`src/design/rhc_pkg.sv`:
```
package rhc_pkg;

	// Width of one hue sector in whole degrees, and sectors per turn
	localparam int DEG_PER_SECTOR = 60;
	localparam int SECTORS_PER_TURN = 6;

	// Which channel holds the maximum (red wins ties over green, green over blue)
	typedef enum logic [1:0] {
		SEC_RED,
		SEC_GREEN,
		SEC_BLUE
	} sector_t;

	// Per-beat control that travels down the divider pipeline
	typedef struct packed {
		logic    valid;
		sector_t sector;
		logic    neg;
		logic    grey;
	} ctl_t;

endpackage

```
`src/design/rhc_div_step.sv`:
```
// One registered restoring-division step for both the hue and the saturation
// quotient, plus the control and lightness that ride along with the beat.
module rhc_div_step import rhc_pkg::*; #(
	parameter int CB = 8,
	parameter int NSTEP = 13,
	parameter int LW = 9
) (
	input  logic             clk,
	input  logic             arst_n,
	input  logic             ce,
	input  ctl_t             ctl_in,
	input  logic [LW-1:0]    sum_in,
	input  logic [CB-1:0]    hdiv_in,
	input  logic [CB-1:0]    hrem_in,
	input  logic [NSTEP-1:0] hsr_in,
	input  logic [CB-1:0]    sdiv_in,
	input  logic [CB-1:0]    srem_in,
	input  logic [NSTEP-1:0] ssr_in,
	output ctl_t             ctl_q,
	output logic [LW-1:0]    sum_q,
	output logic [CB-1:0]    hdiv_q,
	output logic [CB-1:0]    hrem_q,
	output logic [NSTEP-1:0] hsr_q,
	output logic [CB-1:0]    sdiv_q,
	output logic [CB-1:0]    srem_q,
	output logic [NSTEP-1:0] ssr_q
);

	logic [CB:0]   htrial, strial;
	logic [CB:0]   hdiff, sdiff;
	logic          hge, sge;
	logic [CB-1:0] hrem_n, srem_n;

	// shift in the next numerator bit, subtract when it fits
	always_comb begin
		htrial = {hrem_in, hsr_in[NSTEP-1]};
		strial = {srem_in, ssr_in[NSTEP-1]};
		hdiff  = htrial - {1'b0, hdiv_in};
		sdiff  = strial - {1'b0, sdiv_in};
		hge    = htrial >= {1'b0, hdiv_in};
		sge    = strial >= {1'b0, sdiv_in};
		hrem_n = hge ? hdiff[CB-1:0] : htrial[CB-1:0];
		srem_n = sge ? sdiff[CB-1:0] : strial[CB-1:0];
	end

	// control register
	always_ff @(posedge clk or negedge arst_n) begin
		if (!arst_n) begin
			ctl_q <= '0;
		end else if (ce) begin
			ctl_q <= ctl_in;
		end
	end

	// payload registers
	always_ff @(posedge clk) begin
		if (ce) begin
			sum_q  <= sum_in;
			hdiv_q <= hdiv_in;
			sdiv_q <= sdiv_in;
			hrem_q <= hrem_n;
			srem_q <= srem_n;
			hsr_q  <= {hsr_in[NSTEP-2:0], hge};
			ssr_q  <= {ssr_in[NSTEP-2:0], sge};
		end
	end

endmodule

```
`src/design/rgb_to_hsl_converter_top.sv`:
```
// RGB to HSL pixel converter.
// Input stream (s_*): one pixel per beat, tdata = {blue, green, red} with red
// in the lowest bits. Output stream (m_*): one result per pixel, in order,
// tdata = {lightness_sum, saturation, hue} with hue in the lowest bits.
// Hue is in 1/2^HUE_FRAC_BITS degree, saturation in Q1.SAT_FRAC_BITS,
// lightness_sum is max + min channel.
// Throughput: one pixel per clock while the receiver does not stall. The pipeline
// is two front stages, then NSTEP restoring-divider stages with one quotient bit
// per stage, where NSTEP is the larger of the hue and saturation quotient widths
// (13 at the default parameters), then an output register.
// Reset empties the pipeline: m_tvalid drops and s_tready goes high.
// When the receiver stalls, the whole pipeline holds and s_tready drops in
// the same cycle; no beat is dropped or repeated. Bubbles on the input pass
// through as empty stages.
module rgb_to_hsl_converter_top import rhc_pkg::*; #(
	parameter int CHANNEL_BITS = 8,
	parameter int HUE_FRAC_BITS = 6,
	parameter int SAT_FRAC_BITS = 12,
	localparam int SECTOR = DEG_PER_SECTOR * (2 ** HUE_FRAC_BITS),
	localparam int HUE_W = $clog2(SECTORS_PER_TURN * SECTOR),
	localparam int SAT_W = SAT_FRAC_BITS + 1,
	localparam int LIGHT_W = CHANNEL_BITS + 1,
	localparam int IN_TW = ((3 * CHANNEL_BITS + 7) / 8) * 8,
	localparam int OUT_TW = ((HUE_W + SAT_W + LIGHT_W + 7) / 8) * 8
) (
	input  logic              clk,
	input  logic              arst_n,
	input  logic              s_tvalid,
	output logic              s_tready,
	input  logic [IN_TW-1:0]  s_tdata,  // red, green, blue
	output logic              m_tvalid,
	input  logic              m_tready,
	output logic [OUT_TW-1:0] m_tdata   // hue, saturation, lightness_sum
);

	localparam int CB = CHANNEL_BITS;
	localparam int QW = $clog2(SECTOR + 1);
	localparam int NSTEP = (QW > SAT_W) ? QW : SAT_W;
	localparam int NW = CB + NSTEP;
	localparam int OUT_W = HUE_W + SAT_W + LIGHT_W;
	localparam logic [QW-1:0] SECTOR_C = QW'(SECTOR);
	localparam logic [HUE_W-1:0] BASE_GREEN = HUE_W'(2 * SECTOR);
	localparam logic [HUE_W-1:0] BASE_BLUE = HUE_W'(4 * SECTOR);
	localparam logic [HUE_W-1:0] BASE_WRAP = HUE_W'(SECTORS_PER_TURN * SECTOR);
	localparam logic [LIGHT_W-1:0] FULL = {1'b0, {CB{1'b1}}};
	localparam logic [LIGHT_W-1:0] TWO_FULL = {{CB{1'b1}}, 1'b0};

	logic ce;

	logic [CB-1:0] red, green, blue;
	logic [CB-1:0] mx, mn, minu, subt;
	logic [LIGHT_W-1:0] sum, den_hi;
	sector_t sector;

	ctl_t ctl_s1;
	logic [CB-1:0] mag_s1, d_s1, den_s1;
	logic [LIGHT_W-1:0] sum_s1;

	logic [NW-1:0] hnum, snum;
	ctl_t ctl_s2;
	logic [LIGHT_W-1:0] sum_s2;
	logic [CB-1:0] hdiv_s2, sdiv_s2, hrem_s2, srem_s2;
	logic [NSTEP-1:0] hsr_s2, ssr_s2;

	ctl_t ctl_w [0:NSTEP];
	logic [LIGHT_W-1:0] sum_w [0:NSTEP];
	logic [CB-1:0] hdiv_w [0:NSTEP];
	logic [CB-1:0] hrem_w [0:NSTEP];
	logic [NSTEP-1:0] hsr_w [0:NSTEP];
	logic [CB-1:0] sdiv_w [0:NSTEP];
	logic [CB-1:0] srem_w [0:NSTEP];
	logic [NSTEP-1:0] ssr_w [0:NSTEP];

	ctl_t ctl_l;
	logic [HUE_W-1:0] qh, base, hue_n;
	logic carry;

	logic valid_q;
	logic [HUE_W-1:0] hue_q;
	logic [SAT_W-1:0] sat_q;
	logic [LIGHT_W-1:0] light_q;

	// the whole pipeline advances unless the output beat is held
	assign ce = !valid_q || m_tready;
	assign s_tready = ce;

	// stage 1: max, min, sector, signed difference and divisors
	always_comb begin
		red   = s_tdata[CB-1:0];
		green = s_tdata[2*CB-1:CB];
		blue  = s_tdata[3*CB-1:2*CB];
		mx = red;
		mn = red;
		if (green > mx) mx = green;
		if (blue > mx) mx = blue;
		if (green < mn) mn = green;
		if (blue < mn) mn = blue;
		if (red >= green && red >= blue) begin
			sector = SEC_RED;
			minu = green;
			subt = blue;
		end else if (green >= blue) begin
			sector = SEC_GREEN;
			minu = blue;
			subt = red;
		end else begin
			sector = SEC_BLUE;
			minu = red;
			subt = green;
		end
		sum    = {1'b0, mx} + {1'b0, mn};
		den_hi = TWO_FULL - sum;
	end

	always_ff @(posedge clk or negedge arst_n) begin
		if (!arst_n) begin
			ctl_s1 <= '0;
		end else if (ce) begin
			ctl_s1.valid  <= s_tvalid;
			ctl_s1.sector <= sector;
			ctl_s1.neg    <= minu < subt;
			ctl_s1.grey   <= mx == mn;
		end
	end

	always_ff @(posedge clk) begin
		if (ce) begin
			mag_s1 <= (minu < subt) ? (subt - minu) : (minu - subt);
			d_s1   <= mx - mn;
			sum_s1 <= sum;
			den_s1 <= (sum <= FULL) ? sum[CB-1:0] : den_hi[CB-1:0];
		end
	end

	// stage 2: hue numerator product, saturation numerator, divider seed
	always_comb begin
		hnum = NW'(mag_s1) * NW'(SECTOR_C);
		snum = NW'(d_s1) << SAT_FRAC_BITS;
	end

	always_ff @(posedge clk or negedge arst_n) begin
		if (!arst_n) begin
			ctl_s2 <= '0;
		end else if (ce) begin
			ctl_s2 <= ctl_s1;
		end
	end

	always_ff @(posedge clk) begin
		if (ce) begin
			sum_s2  <= sum_s1;
			hdiv_s2 <= d_s1;
			sdiv_s2 <= den_s1;
			hrem_s2 <= hnum[NW-1:NSTEP];
			hsr_s2  <= hnum[NSTEP-1:0];
			srem_s2 <= snum[NW-1:NSTEP];
			ssr_s2  <= snum[NSTEP-1:0];
		end
	end

	assign ctl_w[0]  = ctl_s2;
	assign sum_w[0]  = sum_s2;
	assign hdiv_w[0] = hdiv_s2;
	assign hrem_w[0] = hrem_s2;
	assign hsr_w[0]  = hsr_s2;
	assign sdiv_w[0] = sdiv_s2;
	assign srem_w[0] = srem_s2;
	assign ssr_w[0]  = ssr_s2;

	// divider stages, one quotient bit each
	for (genvar k = 0; k < NSTEP; k++) begin : g_div
		rhc_div_step #(
			.CB(CB),
			.NSTEP(NSTEP),
			.LW(LIGHT_W)
		) u_step (
			.clk(clk),
			.arst_n(arst_n),
			.ce(ce),
			.ctl_in(ctl_w[k]),
			.sum_in(sum_w[k]),
			.hdiv_in(hdiv_w[k]),
			.hrem_in(hrem_w[k]),
			.hsr_in(hsr_w[k]),
			.sdiv_in(sdiv_w[k]),
			.srem_in(srem_w[k]),
			.ssr_in(ssr_w[k]),
			.ctl_q(ctl_w[k+1]),
			.sum_q(sum_w[k+1]),
			.hdiv_q(hdiv_w[k+1]),
			.hrem_q(hrem_w[k+1]),
			.hsr_q(hsr_w[k+1]),
			.sdiv_q(sdiv_w[k+1]),
			.srem_q(srem_w[k+1]),
			.ssr_q(ssr_w[k+1])
		);
	end

	// final stage: sector base, floor for negative offsets, wrap, zero hue for grey
	always_comb begin
		ctl_l = ctl_w[NSTEP];
		qh    = HUE_W'(hsr_w[NSTEP][QW-1:0]);
		carry = |hrem_w[NSTEP];
		case (ctl_l.sector)
			SEC_RED:   base = ctl_l.neg ? BASE_WRAP : '0;
			SEC_GREEN: base = BASE_GREEN;
			SEC_BLUE:  base = BASE_BLUE;
			default:   base = '0;
		endcase
		if (ctl_l.grey) begin
			hue_n = '0;
		end else if (ctl_l.neg) begin
			hue_n = base - qh - HUE_W'(carry);
		end else begin
			hue_n = base + qh;
		end
	end

	always_ff @(posedge clk or negedge arst_n) begin
		if (!arst_n) begin
			valid_q <= 1'b0;
		end else if (ce) begin
			valid_q <= ctl_l.valid;
		end
	end

	always_ff @(posedge clk) begin
		if (ce) begin
			hue_q   <= hue_n;
			sat_q   <= ctl_l.grey ? '0 : ssr_w[NSTEP][SAT_W-1:0];
			light_q <= sum_w[NSTEP];
		end
	end

	assign m_tvalid = valid_q;
	assign m_tdata  = {{(OUT_TW - OUT_W){1'b0}}, light_q, sat_q, hue_q};

endmodule

```
`config.mk`:
```
export PLATFORM = sky130hd
export DESIGN_NAME = rgb_to_hsl_converter_top
export DESIGN_NICKNAME = d
export VERILOG_FILES = /design/src/design/rhc_pkg.sv /design/src/design/rhc_div_step.sv /design/src/design/rgb_to_hsl_converter_top.sv
export SDC_FILE = /design/constraint.sdc
export NUM_CORES = 1
export LEC_CHECK = 0
export ABC_AREA = 1
export ABC_CLOCK_PERIOD_IN_PS = 27000
export BUFFER_PORTS_ARGS = -buffer_cell sky130_fd_sc_hd__buf_2
export CAP_MARGIN = 20
export CORE_MARGIN = 5
export CORE_UTILIZATION = 49
export DETAILED_ROUTE_END_ITERATION = 8
export HOLD_SLACK_MARGIN = 0.02
export PLACE_DENSITY = 0.77
export SLEW_MARGIN = 20
export SYNTH_ARGS = -nofsm -noshare
export SYNTH_HDL_FRONTEND = slang
export SYNTH_SLANG_ARGS = --single-unit
export TNS_END_PERCENT = 20
```
`constraint.sdc`:
```
create_clock -name clk -period 27 [get_ports clk]
set_input_delay 2.7 -clock clk [delete_from_list [all_inputs] [get_ports clk]]
set_output_delay 2.7 -clock clk [all_outputs]
set_load 0.05 [all_outputs]
```
==> results_dict.tcl <==
set metrics [dict create \
    place_congestion 0.858 \
    cts_tree "yes" \
    drive_gt1_share_pct 8.30 \
    post_cts_buffers 0 \
    worst_ep_required_time_ps 24300 \
    seqCellArea_um2 24900 \
    worstSetupEndpointType "primary output" \
    synth_mux_area_share_pct 0.103 \
    die_area_um2 90200 \
    synth_top_family_by_area "simple AND/OR/NAND/NOR gates" \
    cts-htree-levels 3 \
    cts_made_buffers 84 \
    synth-xor-area-share_pct 2.67 \
    async_flop_share_pct 9.02 \
    rows 106 \
    ant_nets 0 \
    antenna_found_initial 1 \
    maxCapViolations 0 \
    arrival_ps 4480 \
    cts.sinks 843 \
    cp_max_fo 123 \
    worst-r2r-setup-slack_ps 22740 \
    antenna_cells 0 \
    fin_skew_ps 28.8 \
    routed_wl_um 70800 \
    use_met2_pct 30.0 \
    start_kind "input port" \
    synth_compound_area_share_pct 5.90 \
    finalHoldViolCount 0 \
    max_slew_margin_pct 33.6 \
    outcome "complete, no violations" \
    grt_max_degree 188 \
    clock_path_buffers 3 \
    synth_cell_types 57 \
    use_met3_pct 2.89 \
    synth_edf_count 767 \
    syn-instance-count 3696 \
    vias 24900 \
    timing.fmax_ghz 0.139 \
    post_drt_wl_per_cell_um 14.1 \
    setup_viol 0 \
    nFillCells 6675 \
    tns_ps 0 \
    final_cell_mix "846 x nand2_1, 767 x edfxtp_1, 536 x inv_1" \
    track_usage_pct 15.8 \
    synth_area_um2 41300 \
    synthAdderAreaFrac_pct 11.7 \
    synth-simple-area-share_pct 13.7 \
    cts_root_buffer "clkbuf_16" \
    multi_input_area_um2 14100 \
    initial_utilization_pct 49.4 \
    first_pass_iters 5 \
    final_common_cell "nand2_1" \
    worstMarginPinSlew_ps 996 \
    nets 4210 \
    grt_pass1_vias 25400 \
    fin_crit_sh_pct 26.6 \
    synth_flop_cell "edfxtp_1" \
    gr-usage-met1_pct 17.6 \
    clk_latency_ps 610 \
    gr-total-overflow 0 \
    synth.yosys.seq_area_share_pct 60.4 \
    grt_pass1_wl_um 118000 \
    clkTransAtPathRegs_ps 60 \
    place.detailed.hpwl_um 49100 \
    cts_hold_buffers 0 \
    ys.warnings.count 0 \
    ctsResizeCount 0 \
    hp-class "flip-flop to flip-flop" \
    synthToLayoutAreaGrowth_pct 10.9 \
    io_pins 70 \
    synth_seq_cells 843 \
    route.detailed.drc 0 \
    maxSlewViolCount 0 \
    die_x_um 300 \
    via_per_inst 4.96 \
    worstSetupPathType "input port to primary output" \
    core-area_um2 83700 \
    rsz0062_at_grt "false" \
    io_buffers 66 \
    period_needed_ps 7180 \
    fp.dieH_um 300 \
    drt_iter0_markers 1405 \
    grt_busiest_layer "met2" \
    synth.avg_cell_area_um2 11.2 \
]
worst max-delay path: stages:
cell,delay (ps)
buf_2,110
nor2_4,80
buf_4,650
inv_8,470
buf_2,380
per-stage QoR:
stage	setup WS (ps)	cell area [um^2]	hold WS (ps)	utilization, %	std cells
after floorplan	13.6	41300	400	-	3698
after global placement	19380	43000	401	51.3	4867
after detailed placement	19410	43000	405	51.3	4867
after CTS	19810	45800	393	54.7	5024
after global routing	19470	45800	415	54.7	5025
final	19820	45800	397	54.7	5025
cells by family (layout without fill, tap and decap cells):
logic type | count (synthesis) | after routing
AO/OA/AOI/OAI | 436 | 436
adder cells (fa/ha/maj) | 362 | 362
multiplexers | 4 | 4
AND/OR/NAND/NOR | 1338 | 1338
flip-flops | 843 | 843
other | 1 | 3
XOR/XNOR | 124 | 124
buffers and inverters | 588 | 781
cell usage after synthesis (3+ instances only):
cell | n | share of area, %
nand2_1 | 846 | 7.7
edfxtp_1 | 767 | 56
inv_1 | 537 | 4.9
ha_1 | 319 | 9.7
nor2_1 | 176 | 1.6
a21oi_1 | 175 | 2.1
o21ai_0 | 163 | 2.0
nand3_1 | 143 | 1.7
xor2_1 | 86 | 1.8
dfrtp_1 | 76 | 4.6
or2_2 | 45 | 0.68
fa_1 | 43 | 2.1
nor3_1 | 36 | 0.44
xnor2_1 | 36 | 0.76
nand2_2 | 33 | 0.50
nand4_1 | 27 | 0.41
clkbuf_1 | 26 | 0.24
a21o_1 | 25 | 0.45
o21bai_1 | 18 | 0.33
a211oi_1 | 9 | 0.16
nor3_2 | 8 | 0.19
a31oi_1 | 7 | 0.11
inv_2 | 7 | 0.064
o21ai_1 | 7 | 0.085
buf_4 | 6 | 0.11
o22ai_1 | 6 | 0.091
buf_2 | 5 | 0.061
nand2_4 | 5 | 0.14
buf_6 | 4 | 0.11
nor2_2 | 4 | 0.061
or3_1 | 4 | 0.061
and2_1 | 3 | 0.045
clkinv_1 | 3 | 0.027
o211ai_1 | 3 | 0.055
o21a_1 | 3 | 0.055
o31ai_1 | 3 | 0.055
cell type report:
cell class	instances	area share [%]
clock buffers	107	5.01
clock inverters	50	1.13
inverters	547	4.50
multi-input cells	2267	30.8
flip-flops and latches	843	54.4
well taps	1134	3.10
repair buffers	77	1.01
per-layer routing:
layer  part of all wire (%)  vias to the layer above
li1                       -                    12700
met4                    2.8                        0
met1                     40                    11700
met5                      0                        -
met2                     54                      374
met3                    3.7                      119
sequential cells by signal, indices dropped and copies added, names as in the netlist, 13 cells and up:
signal               count
g_div.u_step.ctl_q      65
g_div.u_step.hdiv_q     85
g_div.u_step.hrem_q    104
g_div.u_step.hsr_q      88
g_div.u_step.sdiv_q     95
g_div.u_step.srem_q     96
g_div.u_step.ssr_q      91
g_div.u_step.sum_q     105
hue_q                   15
sat_q                   13
worst paths after layout:
check                      cells past startpoint                          to                      start
max                                            5                    s_tready                   m_tready
min                                            0   g_div[11].u_step.sum_q[7]  g_div[10].u_step.sum_q[7]
max reg2reg                                    7  g_div[10].u_step.srem_q[5]                   m_tvalid
min reg2reg                                    0   g_div[11].u_step.sum_q[7]  g_div[10].u_step.sum_q[7]
max in group asynchronous                      2   g_div[10].u_step.ctl_q[0]                     arst_n
min in group asynchronous                      1                   ctl_s1[2]                     arst_n
Power is not shown: default switching activity piles up to over one toggle a cycle in this logic, so the estimate is an artifact.
